===== src/sv/crtc_pkg.sv =====
// Shared types and constants for the CRT controller register and timing block.
`timescale 1ns / 1ps
`default_nettype none
package crtc_pkg;

  // Item kinds carried on the input channel
  typedef enum logic [1:0] {
    MODE_WRITE = 2'd0,
    MODE_READ  = 2'd1,
    MODE_FRAME = 2'd2,
    MODE_LINE  = 2'd3
  } crtc_mode_t;

  localparam int LINE_W  = 13;
  localparam int HTOT_W  = 9;
  localparam int REG_NUM = 18;
  localparam int IDX_W   = 5;

  // Register indexes
  localparam int REG_HTOTAL  = 0;
  localparam int REG_HDISP   = 1;
  localparam int REG_HSYNC   = 2;
  localparam int REG_SYNCW   = 3;
  localparam int REG_VTOTAL  = 4;
  localparam int REG_VADJ    = 5;
  localparam int REG_VDISP   = 6;
  localparam int REG_VSYNC   = 7;
  localparam int REG_MODE    = 8;
  localparam int REG_MAXSCAN = 9;
  localparam int REG_DIRTY_LIM = 10;
  localparam int REG_READ_LO = 12;

  // Reset timing constants
  localparam int CHARS_MIN      = 54;
  localparam int HDISP_WIDE     = 80;
  localparam int HDISP_NARROW   = 40;
  localparam int HSYNC_RST_GAP  = 4;
  localparam int VSYNC_RST_GAP  = 16;

  localparam logic [7:0] RDATA_NONE        = 8'hFF;
  localparam logic [1:0] DISPLAY_OFF       = 2'b11;
  localparam logic [4:0] VSYNC_WIDTH_FULL  = 5'd16;

  // Register contents and control handed from the register file to the timing unit
  typedef struct packed {
    logic [7:0] htot_m1;
    logic [7:0] hdisp;
    logic [7:0] hsync;
    logic [7:0] sync_width;
    logic [7:0] vtot_rows;
    logic [7:0] vdisp_rows;
    logic [7:0] vsync_row;
    logic [7:0] mode_ctl;
    logic [7:0] max_scan;
    logic [7:0] scan_shadow;
    logic [7:0] height_shadow;
    logic       dirty;
    logic       recompute_go;
  } crtc_setup_t;

endpackage
`default_nettype wire


===== src/sv/crtc_regs.sv =====
// Register file: index port, data registers, shadow copies and change tracking.
`timescale 1ns / 1ps
`default_nettype none
module crtc_regs (
  input  wire logic               clk,
  input  wire logic               rst_n,
  input  wire logic               step,
  input  wire crtc_pkg::crtc_mode_t mode,
  input  wire logic               addr_bit,
  input  wire logic [7:0]         wdata,
  input  wire logic               shadow_load,
  output logic [7:0]              rdata,
  output crtc_pkg::crtc_setup_t   setup
);
  import crtc_pkg::*;

  logic [7:0]         reg_file_r   [REG_NUM];
  logic [7:0]         reg_file_nxt [REG_NUM];
  logic [REG_NUM-1:0] written_r, written_nxt;
  logic [7:0]         index_r, index_nxt;
  logic [7:0]         scan_r, scan_nxt;
  logic [7:0]         height_r, height_nxt;
  logic               dirty_r, dirty_nxt;

  logic               idx_ok;
  logic [IDX_W-1:0]   idx_sel;
  logic [7:0]         cur;
  logic               complete;
  logic               go;

  assign idx_ok   = index_r < 8'(REG_NUM);
  assign idx_sel  = index_r[IDX_W-1:0];
  assign cur      = idx_ok ? reg_file_r[idx_sel] : '0;
  assign complete = (&written_r[REG_VSYNC:REG_HTOTAL]) & written_r[REG_MAXSCAN];
  assign go       = (mode == MODE_FRAME) && dirty_r && complete;

  always_comb begin
    rdata = '0;
    if (mode == MODE_READ) begin
      if (addr_bit) begin
        rdata = (index_r >= 8'(REG_READ_LO) && idx_ok) ? cur : RDATA_NONE;
      end else begin
        rdata = index_r;
      end
    end
  end

  always_comb begin
    reg_file_nxt = reg_file_r;
    written_nxt  = written_r;
    index_nxt    = index_r;
    scan_nxt     = scan_r;
    height_nxt   = height_r;
    dirty_nxt    = dirty_r;
    if (step) begin
      case (mode)
        MODE_WRITE: begin
          if (addr_bit) begin
            if (idx_ok) begin
              if (index_r < 8'(REG_DIRTY_LIM) && cur != wdata) dirty_nxt = 1'b1;
              // first write to a scroll register also primes its shadow
              if (index_r == 8'(REG_VADJ) && !written_r[REG_VADJ]) scan_nxt = wdata;
              if (index_r == 8'(REG_MAXSCAN) && !written_r[REG_MAXSCAN]) height_nxt = wdata;
              reg_file_nxt[idx_sel] = wdata;
              written_nxt[idx_sel]  = 1'b1;
            end
          end else begin
            index_nxt = wdata;
          end
        end
        MODE_FRAME: begin
          if (go) dirty_nxt = 1'b0;
        end
        MODE_LINE: begin
          if (shadow_load) begin
            scan_nxt   = reg_file_r[REG_VADJ];
            height_nxt = reg_file_r[REG_MAXSCAN];
          end
        end
        default: begin
        end
      endcase
    end
  end

  always_ff @(posedge clk) begin
    if (!rst_n) begin
      for (int k = 0; k < REG_NUM; k++) reg_file_r[k] <= '0;
      written_r <= '0;
      index_r   <= '0;
      dirty_r   <= 1'b0;
    end else begin
      reg_file_r <= reg_file_nxt;
      written_r  <= written_nxt;
      index_r    <= index_nxt;
      dirty_r    <= dirty_nxt;
    end
  end

  // Shadows hold no reset value: they are always written before use
  always_ff @(posedge clk) begin
    scan_r   <= scan_nxt;
    height_r <= height_nxt;
  end

  always_comb begin
    setup.htot_m1       = reg_file_r[REG_HTOTAL];
    setup.hdisp         = reg_file_r[REG_HDISP];
    setup.hsync         = reg_file_r[REG_HSYNC];
    setup.sync_width    = reg_file_r[REG_SYNCW];
    setup.vtot_rows     = reg_file_r[REG_VTOTAL];
    setup.vdisp_rows    = reg_file_r[REG_VDISP];
    setup.vsync_row     = reg_file_r[REG_VSYNC];
    setup.mode_ctl      = reg_file_r[REG_MODE];
    setup.max_scan      = reg_file_r[REG_MAXSCAN];
    setup.scan_shadow   = scan_r;
    setup.height_shadow = height_r;
    setup.dirty         = dirty_r;
    setup.recompute_go  = go;
  end

endmodule
`default_nettype wire


===== src/sv/crtc_timing.sv =====
// Frame timing registers, their recompute logic and per-line status.
`timescale 1ns / 1ps
`default_nettype none
module crtc_timing #(
  parameter int HT_RST = 54,
  parameter int HD_RST = 40,
  parameter int HS_RST = 44,
  parameter int HE_RST = 48,
  parameter int VT_RST = 262,
  parameter int VD_RST = 200,
  parameter int VS_RST = 216,
  parameter int VE_RST = 232
) (
  input  wire logic                          clk,
  input  wire logic                          rst_n,
  input  wire logic                          step,
  input  wire crtc_pkg::crtc_mode_t          mode,
  input  wire logic [crtc_pkg::LINE_W-1:0]   line,
  input  wire crtc_pkg::crtc_setup_t         setup,
  output logic                               shadow_load,
  output logic                               line_active,
  output logic                               vsync_out,
  output logic                               hsync_usable,
  output logic [crtc_pkg::LINE_W-1:0]        frame_lines,
  output logic [crtc_pkg::HTOT_W-1:0]        line_chars,
  output logic [7:0]                         disp_chars,
  output logic [7:0]                         hsync_begin,
  output logic [crtc_pkg::HTOT_W-1:0]        hsync_finish
);
  import crtc_pkg::*;

  logic [HTOT_W-1:0] ht_r, ht_nxt;
  logic [7:0]        hd_r, hd_nxt;
  logic [7:0]        hs_r, hs_nxt;
  logic [HTOT_W-1:0] he_r, he_nxt;
  logic [LINE_W-1:0] vt_r, vt_nxt;
  logic [LINE_W-1:0] vd_r, vd_nxt;
  logic [LINE_W-1:0] vs_r, vs_nxt;
  logic [LINE_W-1:0] ve_r, ve_nxt;

  logic [5:0]        h, hb;
  logic [4:0]        vw;
  logic [LINE_W-1:0] vt_calc, vd_calc, vs_calc, ve_calc;
  logic              is_line;
  logic              load;

  assign h  = {1'b0, setup.max_scan[4:0]} + 6'd1;
  assign hb = {1'b0, setup.height_shadow[4:0]} + 6'd1;
  assign vw = (setup.sync_width[7:4] != 4'd0) ? {1'b0, setup.sync_width[7:4]}
                                              : VSYNC_WIDTH_FULL;

  assign vt_calc = ({6'd0, setup.vtot_rows[6:0]} * {7'd0, h}) + {7'd0, hb}
                 + {8'd0, setup.scan_shadow[4:0]};
  assign vd_calc = {6'd0, setup.vdisp_rows[6:0]} * {7'd0, h};
  assign vs_calc = ({6'd0, setup.vsync_row[6:0]} + 13'd1) * {7'd0, h};
  assign ve_calc = vs_calc + {8'd0, vw};

  assign load = step && setup.recompute_go;

  always_comb begin
    ht_nxt = ht_r;
    hd_nxt = hd_r;
    hs_nxt = hs_r;
    he_nxt = he_r;
    vt_nxt = vt_r;
    vd_nxt = vd_r;
    vs_nxt = vs_r;
    ve_nxt = ve_r;
    if (load) begin
      ht_nxt = {1'b0, setup.htot_m1} + 9'd1;
      hd_nxt = setup.hdisp;
      hs_nxt = setup.hsync;
      he_nxt = {1'b0, setup.hsync} + {5'd0, setup.sync_width[3:0]};
      vt_nxt = vt_calc;
      vd_nxt = vd_calc;
      vs_nxt = vs_calc;
      ve_nxt = ve_calc;
    end
  end

  always_ff @(posedge clk) begin
    if (!rst_n) begin
      ht_r <= HTOT_W'(HT_RST);
      hd_r <= 8'(HD_RST);
      hs_r <= 8'(HS_RST);
      he_r <= HTOT_W'(HE_RST);
      vt_r <= LINE_W'(VT_RST);
      vd_r <= LINE_W'(VD_RST);
      vs_r <= LINE_W'(VS_RST);
      ve_r <= LINE_W'(VE_RST);
    end else begin
      ht_r <= ht_nxt;
      hd_r <= hd_nxt;
      hs_r <= hs_nxt;
      he_r <= he_nxt;
      vt_r <= vt_nxt;
      vd_r <= vd_nxt;
      vs_r <= vs_nxt;
      ve_r <= ve_nxt;
    end
  end

  assign is_line = (mode == MODE_LINE);

  // Zero display height still shows line 0
  assign line_active = is_line && (setup.mode_ctl[5:4] != DISPLAY_OFF)
                     && ((line < vd_r) || (line == '0 && vd_r == '0));
  assign vsync_out   = is_line && (vs_r <= line) && (line < ve_r);
  assign shadow_load = step && is_line && (line == vd_r);

  // Results reflect the state after this item
  assign hsync_usable = ({1'b0, hs_nxt} < he_nxt) && (he_nxt < ht_nxt);
  assign frame_lines  = vt_nxt;
  assign line_chars   = ht_nxt;
  assign disp_chars   = hd_nxt;
  assign hsync_begin  = hs_nxt;
  assign hsync_finish = he_nxt;

endmodule
`default_nettype wire


===== src/sv/crtc_register_timing_core.sv =====
// CRT controller register file with frame timing: top level.
// Use: every input item is one of four kinds given by in_mode: a bus write
// (in_addr_bit 0 sets the register index, 1 writes the indexed register), a
// bus read (index, or registers 12 to 17, else 0xFF), a frame start that
// reloads the timing totals once registers 0 to 7 and 9 are written and
// one of registers 0 to 9 has changed, and a line start that reports
// display-active and vsync for in_line. Each item gives exactly one result
// item on the out_ channel, carrying read data, line status and the current
// timing values. An accepted item sits in the input register and its result
// is then registered in the result register, where out_valid marks it.
// Throughput: one item per cycle while out_ready does not hold the result,
// set by the single pass from the input register to the result register.
// Reset: rst_n low clears registers, index and written flags and loads the
// default timing from the parameters; both channels are empty after reset.
// Stall: while out_ready is low the result is held; the input register still
// takes one more item, after which in_ready stays low until the result goes.
`timescale 1ns / 1ps
`default_nettype none
module crtc_register_timing_core #(
  parameter int CHARS_DEFAULT       = 54,
  parameter int FRAME_LINES_DEFAULT = 262,
  parameter int SCREEN_LINES        = 200
) (
  input  wire logic        clk,
  input  wire logic        rst_n,
  input  wire logic        in_valid,
  output logic             in_ready,
  input  wire logic [1:0]  in_mode,
  input  wire logic        in_addr_bit,
  input  wire logic [7:0]  in_wdata,
  input  wire logic [12:0] in_line,
  output logic             out_valid,
  input  wire logic        out_ready,
  output logic [7:0]       out_rdata,
  output logic             out_line_active,
  output logic             out_vsync_out,
  output logic             out_hsync_usable,
  output logic [12:0]      out_frame_lines,
  output logic [8:0]       out_line_chars,
  output logic [7:0]       out_disp_chars,
  output logic [7:0]       out_hsync_begin,
  output logic [8:0]       out_hsync_finish
);
  import crtc_pkg::*;

  localparam int LINE_SPAN = 2 ** LINE_W;
  localparam int HT_INIT = (CHARS_DEFAULT > CHARS_MIN) ? CHARS_DEFAULT : CHARS_MIN;
  localparam int HD_INIT = (HT_INIT > HDISP_WIDE) ? HDISP_WIDE : HDISP_NARROW;
  localparam int HS_INIT = HD_INIT + HSYNC_RST_GAP;
  localparam int HE_INIT = HS_INIT + HSYNC_RST_GAP;
  localparam int VT_INIT = FRAME_LINES_DEFAULT % LINE_SPAN;
  localparam int SL_MOD  = SCREEN_LINES % LINE_SPAN;
  localparam int VD_INIT = (SL_MOD > VT_INIT) ? (SL_MOD / 2) : SL_MOD;
  localparam int VS_INIT = (VD_INIT + VSYNC_RST_GAP) % LINE_SPAN;
  localparam int VE_INIT = (VS_INIT + VSYNC_RST_GAP) % LINE_SPAN;

  // Input register
  logic              s1_valid_r, s1_valid_nxt;
  crtc_mode_t        s1_mode_r;
  logic              s1_addr_r;
  logic [7:0]        s1_wdata_r;
  logic [LINE_W-1:0] s1_line_r;
  logic              advance;

  // Result register
  logic              out_valid_r, out_valid_nxt;
  logic [7:0]        rdata_r;
  logic              active_r, vsync_r, hok_r;
  logic [LINE_W-1:0] frame_lines_r;
  logic [HTOT_W-1:0] line_chars_r;
  logic [7:0]        disp_chars_r, hsync_begin_r;
  logic [HTOT_W-1:0] hsync_finish_r;

  crtc_setup_t       setup;
  logic [7:0]        rdata;
  logic              shadow_load;
  logic              line_active, vsync, hok;
  logic [LINE_W-1:0] frame_lines;
  logic [HTOT_W-1:0] line_chars;
  logic [7:0]        disp_chars, hsync_begin;
  logic [HTOT_W-1:0] hsync_finish;

  assign advance  = s1_valid_r && (!out_valid_r || out_ready);
  assign in_ready = !s1_valid_r || advance;

  always_comb begin
    s1_valid_nxt = s1_valid_r;
    if (in_valid && in_ready) s1_valid_nxt = 1'b1;
    else if (advance)         s1_valid_nxt = 1'b0;
    out_valid_nxt = out_valid_r;
    if (advance)        out_valid_nxt = 1'b1;
    else if (out_ready) out_valid_nxt = 1'b0;
  end

  always_ff @(posedge clk) begin
    if (!rst_n) begin
      s1_valid_r  <= 1'b0;
      out_valid_r <= 1'b0;
    end else begin
      s1_valid_r  <= s1_valid_nxt;
      out_valid_r <= out_valid_nxt;
    end
  end

  always_ff @(posedge clk) begin
    if (in_valid && in_ready) begin
      s1_mode_r  <= crtc_mode_t'(in_mode);
      s1_addr_r  <= in_addr_bit;
      s1_wdata_r <= in_wdata;
      s1_line_r  <= in_line;
    end
    if (advance) begin
      rdata_r        <= rdata;
      active_r       <= line_active;
      vsync_r        <= vsync;
      hok_r          <= hok;
      frame_lines_r  <= frame_lines;
      line_chars_r   <= line_chars;
      disp_chars_r   <= disp_chars;
      hsync_begin_r  <= hsync_begin;
      hsync_finish_r <= hsync_finish;
    end
  end

  crtc_regs u_regs (
    .clk         (clk),
    .rst_n       (rst_n),
    .step        (advance),
    .mode        (s1_mode_r),
    .addr_bit    (s1_addr_r),
    .wdata       (s1_wdata_r),
    .shadow_load (shadow_load),
    .rdata       (rdata),
    .setup       (setup)
  );

  crtc_timing #(
    .HT_RST (HT_INIT),
    .HD_RST (HD_INIT),
    .HS_RST (HS_INIT),
    .HE_RST (HE_INIT),
    .VT_RST (VT_INIT),
    .VD_RST (VD_INIT),
    .VS_RST (VS_INIT),
    .VE_RST (VE_INIT)
  ) u_timing (
    .clk          (clk),
    .rst_n        (rst_n),
    .step         (advance),
    .mode         (s1_mode_r),
    .line         (s1_line_r),
    .setup        (setup),
    .shadow_load  (shadow_load),
    .line_active  (line_active),
    .vsync_out    (vsync),
    .hsync_usable (hok),
    .frame_lines  (frame_lines),
    .line_chars   (line_chars),
    .disp_chars   (disp_chars),
    .hsync_begin  (hsync_begin),
    .hsync_finish (hsync_finish)
  );

  assign out_valid        = out_valid_r;
  assign out_rdata        = rdata_r;
  assign out_line_active  = active_r;
  assign out_vsync_out    = vsync_r;
  assign out_hsync_usable = hok_r;
  assign out_frame_lines  = frame_lines_r;
  assign out_line_chars   = line_chars_r;
  assign out_disp_chars   = disp_chars_r;
  assign out_hsync_begin  = hsync_begin_r;
  assign out_hsync_finish = hsync_finish_r;

  a_line_flags_only_on_line: assert property (@(posedge clk) disable iff (!rst_n)
    (advance && s1_mode_r != MODE_LINE) |=> (!out_line_active && !out_vsync_out))
    else $error("line status set on an item that is not a line start");

  a_rdata_only_on_read: assert property (@(posedge clk) disable iff (!rst_n)
    (advance && s1_mode_r != MODE_READ) |=> (out_rdata == 8'd0))
    else $error("read data set on an item that is not a bus read");

  a_recompute_clears_dirty: assert property (@(posedge clk) disable iff (!rst_n)
    (advance && setup.recompute_go) |=> !setup.dirty)
    else $error("timing change flag survived a recompute");

  a_held_item_stable: assert property (@(posedge clk) disable iff (!rst_n)
    (s1_valid_r && !advance) |=> (s1_valid_r && $stable(s1_mode_r)
                                  && $stable(s1_line_r) && $stable(s1_wdata_r)))
    else $error("held input item changed while waiting");

endmodule
`default_nettype wire

===== config.mk =====
export PLATFORM = sky130hd
export DESIGN_NAME = crtc_register_timing_core
export DESIGN_NICKNAME = d
export VERILOG_FILES = /design/src/sv/crtc_pkg.sv /design/src/sv/crtc_regs.sv /design/src/sv/crtc_timing.sv /design/src/sv/crtc_register_timing_core.sv
export SDC_FILE = /design/constraint.sdc
export NUM_CORES = 1
export LEC_CHECK = 0
export BUFFER_PORTS_ARGS = -buffer_cell sky130_fd_sc_hd__buf_2
export CAP_MARGIN = 20
export CORE_ASPECT_RATIO = 0.7
export CORE_MARGIN = 3
export CORE_UTILIZATION = 50
export CTS_CLUSTER_DIAMETER = 50
export CTS_CLUSTER_SIZE = 25
export DETAILED_ROUTE_END_ITERATION = 10
export PLACE_DENSITY = 0.78
export SLEW_MARGIN = 25
export SYNTH_ARGS = -nofsm -noshare
export SYNTH_HDL_FRONTEND = slang
export SYNTH_SLANG_ARGS = --single-unit

===== constraint.sdc =====
create_clock -name clk -period 9 [get_ports clk]
set_input_delay 1.8 -clock clk [delete_from_list [all_inputs] [get_ports clk]]
set_output_delay 1.8 -clock clk [all_outputs]
set_load 0.01 [all_outputs]

==> results.json, run 1 <==
{
  "status": "finished clean",
  "num_rows": 60,
  "slew-limit-headroom_pct": 24.1,
  "wl_per_cell_um": 19.3,
  "die_w_um": 245,
  "maxCapViolations": 0,
  "postSynthNetCount": 2308,
  "clkTransAtPathRegs_ps": 90,
  "r2r_start": "u_regs.setup[18]",
  "rr_endpoint": "out_frame_lines[11]",
  "die-area_um2": 42300,
  "grtUsageTotal_pct": 23.9,
  "numCtsBuffers": 29,
  "hold_buffers": 0,
  "clockBufferDepth": 3,
  "drt_iter0_markers": 1535,
  "nets": 2333,
  "num_vias": 15000,
  "critPathTopFamily": "adder cells",
  "finalHoldWorstSlack_ps": 458,
  "grt_max_degree": 110,
  "critPathBufInv": 4,
  "hpwl_um": 36400,
  "hold_viol": 0,
  "worstSetupEndpointType": "flop",
  "synth.most_common_cell": "nor2_1",
  "area.growth.synth_to_final_pct": 9.20,
  "cp_slowest_cell": "dfxtp_1",
  "postPlaceCellArea_um2": 20600,
  "rrSetupSlack_ps": 2690,
  "core_um2": 38900,
  "num_antenna_cells": 0,
  "synth.area.top_cells": "dfxtp_1 (25%), edfxtp_1 (14%), mux2i_1 (9.8%), ha_1 (8.7%), fa_1 (7.7%)",
  "rsz0062_at_grt": "false",
  "rr_worst_depth": 19,
  "yosys.area.top_type_share_pct": 25.1,
  "worst-path-stages": 19,
  "drive_gt1_share_pct": 10.7,
  "remaining_drc_errors": 0,
  "dieHeight_um": 173,
  "total_leakage_power_uw": 0.00940,
  "synth_warnings": 0,
  "arrival_ps": 6770,
  "skew_ps": 25.6,
  "clk_latency_ps": 620,
  "multi_input_area_um2": 11000,
  "ir_drop_uv": 166,
  "start_util_pct": 51.3,
  "tns_ps": 0,
  "post-cts-setup-buffers": 0,
  "ys_ff_latch": 342,
  "drt.antenna.violating_nets": 0,
  "worstHoldPathType": "reg -> reg",
  "path_cells": "and3_1 -> and3_1 -> nand2_1 -> fa_1 -> fa_1 -> inv_1 -> fa_1 -> inv_1 -> fa_1 -> inv_1 -> ha_1 -> inv_1 -> o21bai_1 -> a21oi_1 -> o21bai_1 -> a31o_2 -> a2111oi_0 -> a41oi_1 -> nand2_1",
  "tightest_slew_ps": 1140,
  "yosysUniqueCellTypes": 79,
  "drv_slew": 0,
  "io_buffers": 87,
  "clock-sinks": 342,
  "critical-path-max-stage-delay_ps": 980,
  "synth_edf_count": 92,
  "postLayoutCellArea_um2": 21800,
  "avgSynthCellArea_um2": 9.65,
  "fillCellCount": 3359,
  "max_freq_mhz": 158,
  "grt_pass1_vias": 15300,
  "min_period_ps": 6310,
  "pwr_density_cell_nw_per_um2": 145,
  "fin_crit_sh_pct": 70.1,
  "ys_async_sr_fraction_pct": 0,
  "worstSetupStartpoint": "u_regs.setup[18]",
  "cp-endpoint": "out_frame_lines[11]",
  "seq_area_frac_synth_pct": 39.0,
  "ios": 88,
  "grt_pass1_wl_um": 81600,
  "drt-total-wl_um": 51000,
  "critPathKind": "reg -> reg",
  "area.sequential_um2": 7770,
  "synthTopCellsByCount": "nor2_1 (265), dfxtp_1 (250), nand2_1 (217)",
  "grt_overflow_total": 0,
  "synth_area_leader_cell": "dfxtp_1",
  "crit_path_max_fanout": 28,
  "drtPass1Iterations": 6,
  "htreeDepth": 1,
  "cts-resized-gates": 0,
  "cp.required_ps": 9460,
  "grt_antenna_before_repair": 2,
  "syn_area_um2": 19900,
  "place.gp.congestion": 0.951,
  "root_buffer": "clkbuf_16",
  "setup_viol": 0,
  "synth_cells": 2065,
  "cts_tree": "yes",
  "start_kind": "flop",
  "ys.flop_type": "dfxtp_1",
  "viasPerCell": 5.68
}
cell type report:
cell class / count / area share, %
Clock buffer: 31 / 3.47
Timing Repair Buffer: 103 / 2.64
Multi-Input combinational cell: 1438 / 50.5
Sequential cell: 342 / 35.7
Clock inverter: 23 / 1.59
Inverter: 176 / 3.06
Tap cell: 527 / 3.03
metrics by stage:
stage	power (uW)	setup slack (ps)	utilization [%]	instances
CTS	3180	2760	55.9	2638
global placement	1770	3050	53.1	2584
detailed placement	1780	2740	53.1	2584
global route	3260	2310	56.0	2640
floorplan	1730	3570	-	2065
finish	3170	2690	56.0	2640
registers in the layout, indices dropped and copies added, names as in the netlist, 9 cells and up:
register,flops
out_line_chars,9
u_timing.vs_r,13
u_timing.vd_r,13
u_timing.ht_r,9
u_timing.ve_r,13
u_regs.setup,72
u_regs.reg_file_r,72
out_frame_lines,13
out_hsync_finish,9
u_timing.vt_r,13
s1_line_r,13
u_timing.he_r,9
u_regs.written_r,9
how the worst min path moves through the flow:
stage	start	endpoint	slack (ps)	depth (start not counted)
2_1_floorplan	u_regs.written_r[6]	u_regs.written_r[6]	430	2
3_3_place_gp	u_regs.written_r[0]	u_regs.written_r[0]	430	2
3_5_place_dp	u_regs.written_r[2]	u_regs.written_r[2]	440	2
4_1_cts	u_regs.written_r[4]	u_regs.written_r[4]	460	2
5_1_grt	u_regs.written_r[0]	u_regs.written_r[0]	480	2
6_report	u_regs.written_r[4]	u_regs.written_r[4]	460	2
tightest hold or removal path: stages (launching register included):
cell and delay (ps):
dfxtp_1 320, inv_1 50, a21oi_1 50
layer usage:
layer / up-vias / share of wire, % / track usage, %
met5: - / 0.025 / 0
met1: 7324 / 44 / 33.0
li1: 7028 / - / -
met3: 101 / 8.6 / 5.89
met4: 2 / 2.7 / 6.29
met2: 540 / 45 / 37.8
power by group:
| group | total, uW | internal (uW) | switching (uW) |
|---|---|---|---|
| Sequential | 1630 | 1600 | 29.5 |
| Clock | 1420 | 703 | 715 |
| Combinational | 122 | 40.3 | 81.5 |
| Total | 3170 | 2340 | 826 |
kinds of logic after synthesis:
kind of cell               after synthesis  synth area share [%]
DFF                                    342                  39.0
xor gates and xnor gates                62                  2.72
adders and majority gates              215                  16.4
AOI/OAI and AO/OA                      237                  7.80
muxes                                  212                  11.7
and+or+nand+nor                        712                  16.6
buffers and inverters                  285                  5.91
layout by cell type, fill, tap and decap left out, drive strengths merged, types with 5 or more instances in the layout:
| master | count |
|---|---|
| nor2 | 271 |
| dfxtp | 250 |
| nand2 | 224 |
| mux2i | 195 |
| inv | 189 |
| ha | 138 |
| buf | 103 |
| edfxtp | 92 |
| a21oi | 87 |
| fa | 77 |
| and2 | 53 |
| nand3 | 40 |
| o21ai | 40 |
| xnor2 | 34 |
| clkbuf | 31 |
| xor2 | 28 |
| nor2b | 23 |
| nand2b | 17 |
| nor3 | 17 |
| mux4 | 16 |
| nor4 | 14 |
| o21a | 13 |
| a211oi | 12 |
| a21o | 11 |
| and3 | 10 |
| o22ai | 10 |
| o211ai | 10 |
| nand4 | 10 |
| o221a | 8 |
| o21bai | 7 |
| nand3b | 7 |
| o32ai | 7 |
| clkinv | 7 |
| or2 | 6 |
| o31ai | 6 |
| a22oi | 5 |
Note: power is estimated with default switching activity, not from simulation.
==> run 2: changes to the inputs <==
==> constraint.sdc (replaced) <==
create_clock -name clk -period 6.55 [get_ports clk]
set_input_delay 1.31 -clock clk [delete_from_list [all_inputs] [get_ports clk]]
set_output_delay 1.31 -clock clk [all_outputs]
set_load 0.01 [all_outputs]
==> results.json, run 2 (same netlist as run 1, synthesis figures left out) <==
{
  "status": "finished clean",
  "clock-sinks": 342,
  "drt_iter0_markers": 1382,
  "rsz0062_at_grt": "false",
  "drv_slew": 0,
  "viasPerCell": 5.65,
  "drtPass1Iterations": 6,
  "drive_gt1_share_pct": 11.0,
  "place.gp.congestion": 0.937,
  "clkTransAtPathRegs_ps": 90,
  "tns_ps": 0,
  "worstHoldPathType": "reg -> reg",
  "cts_tree": "yes",
  "worstSetupEndpointType": "flop",
  "arrival_ps": 6300,
  "num_rows": 60,
  "cts-resized-gates": 0,
  "min_period_ps": 5770,
  "skew_ps": 40.9,
  "postLayoutCellArea_um2": 21900,
  "slew-limit-headroom_pct": 28.8,
  "total_leakage_power_uw": 0.00944,
  "pwr_density_cell_nw_per_um2": 201,
  "clockBufferDepth": 3,
  "ir_drop_uv": 223,
  "cp.required_ps": 7090,
  "crit_path_max_fanout": 26,
  "layout_common_cells": "nor2_1 (265), dfxtp_1 (248), nand2_1 (217)",
  "rrSetupSlack_ps": 780,
  "hold_viol": 0,
  "num_antenna_cells": 0,
  "drt-total-wl_um": 50700,
  "setup_viol": 0,
  "maxCapViolations": 0,
  "fin_crit_sh_pct": 88.0,
  "die_w_um": 245,
  "critPathKind": "reg -> reg",
  "r2r_start": "u_regs.setup[18]",
  "start_kind": "flop",
  "grt_pass1_vias": 14900,
  "clk_latency_ps": 630,
  "nets": 2339,
  "root_buffer": "clkbuf_16",
  "max_freq_mhz": 173,
  "grt_antenna_before_repair": 0,
  "grt_max_degree": 156,
  "pre_cts_slack_ps": 893,
  "post-cts-setup-buffers": 0,
  "grt_overflow_total": 0,
  "numCtsBuffers": 30,
  "start_util_pct": 51.3,
  "hpwl_um": 36700,
  "die-area_um2": 42300,
  "grt_pass1_wl_um": 81500,
  "io_buffers": 87,
  "grtUsageTotal_pct": 23.9,
  "rr_endpoint": "u_timing.ve_r[11]",
  "num_vias": 14900,
  "fillCellCount": 3373,
  "ios": 88,
  "postPlaceCellArea_um2": 20700,
  "drt.antenna.violating_nets": 0,
  "area.growth.synth_to_final_pct": 9.63,
  "remaining_drc_errors": 0,
  "final_util_pct": 56.2,
  "tightest_slew_ps": 1070,
  "holdPathStages": 2,
  "hp-start": "u_regs.written_r[0]",
  "htreeDepth": 1,
  "final_common_cell": "nor2_1",
  "holdPathEnd": "u_regs.written_r[0]",
  "rr_worst_depth": 19,
  "worst_slack_ps": 783,
  "hold_buffers": 0,
  "wl_per_cell_um": 19.2,
  "core_um2": 38900,
  "dieHeight_um": 173,
  "finalHoldWorstSlack_ps": 461
}
==> run 2: worst max path at each step <==
stage | to | slack [ps] | cells past startpoint | from
final | u_timing.ve_r[11] | 780 | 19 | u_regs.setup[18]
after global routing | u_timing.vt_r[11] | 320 | 22 | u_regs.setup[18]
after CTS | u_timing.vt_r[11] | 820 | 22 | u_regs.setup[18]
after detailed placement | u_timing.vt_r[11] | 890 | 22 | u_regs.setup[18]
after global placement | out_frame_lines[11] | 1090 | 22 | u_regs.setup[18]
after floorplan | out_frame_lines[11] | 1120 | 23 | u_regs.setup[20]
==> run 2: cell type report <==
class	count	area [um2]	area share, %
clock buffers	31	764	3.50
clock inverters	25	378	1.73
inverters	176	666	3.05
multi-input cells	1438	11000	50.3
flip-flops and latches	342	7770	35.6
well taps	527	659	3.02
repair buffers	108	617	2.82
==> run 2: per-stage QoR <==
step	total power (uW)	instances
detailed placement	2440	2589
global route	4520	2647
global placement	2440	2589
CTS	4410	2645
finish	4380	2647
floorplan	2370	2065
==> run 2: critical path, cell delays in order (launching register included) <==
cell,delay (ps)
dfxtp_1,340
buf_4,230
ha_1,700
inv_1,260
nor2_1,230
fa_1,440
inv_1,80
fa_1,440
fa_1,550
inv_1,60
ha_1,340
nor2b_1,150
o21ai_0,220
a21boi_0,200
o31ai_1,280
a21boi_0,420
and2_1,250
nand3_1,110
xor2_1,170
a211oi_1,220
==> run 2: per-layer routing <==
layer	vias up	routed length [um]	share of wire, %	track usage, %
met4	0	1110	2.2	5.06
met2	564	22700	45	38.1
met5	-	0	0	0
met3	80	4150	8.2	4.85
li1	7014	-	-	-
met1	7291	22700	45	33.9
==> run 2: power by group <==
part | switching, uW | internal, uW
Clock | 1020 | 957
Sequential | 37.4 | 2190
Combinational | 114 | 56.4
Total | 1180 | 3210
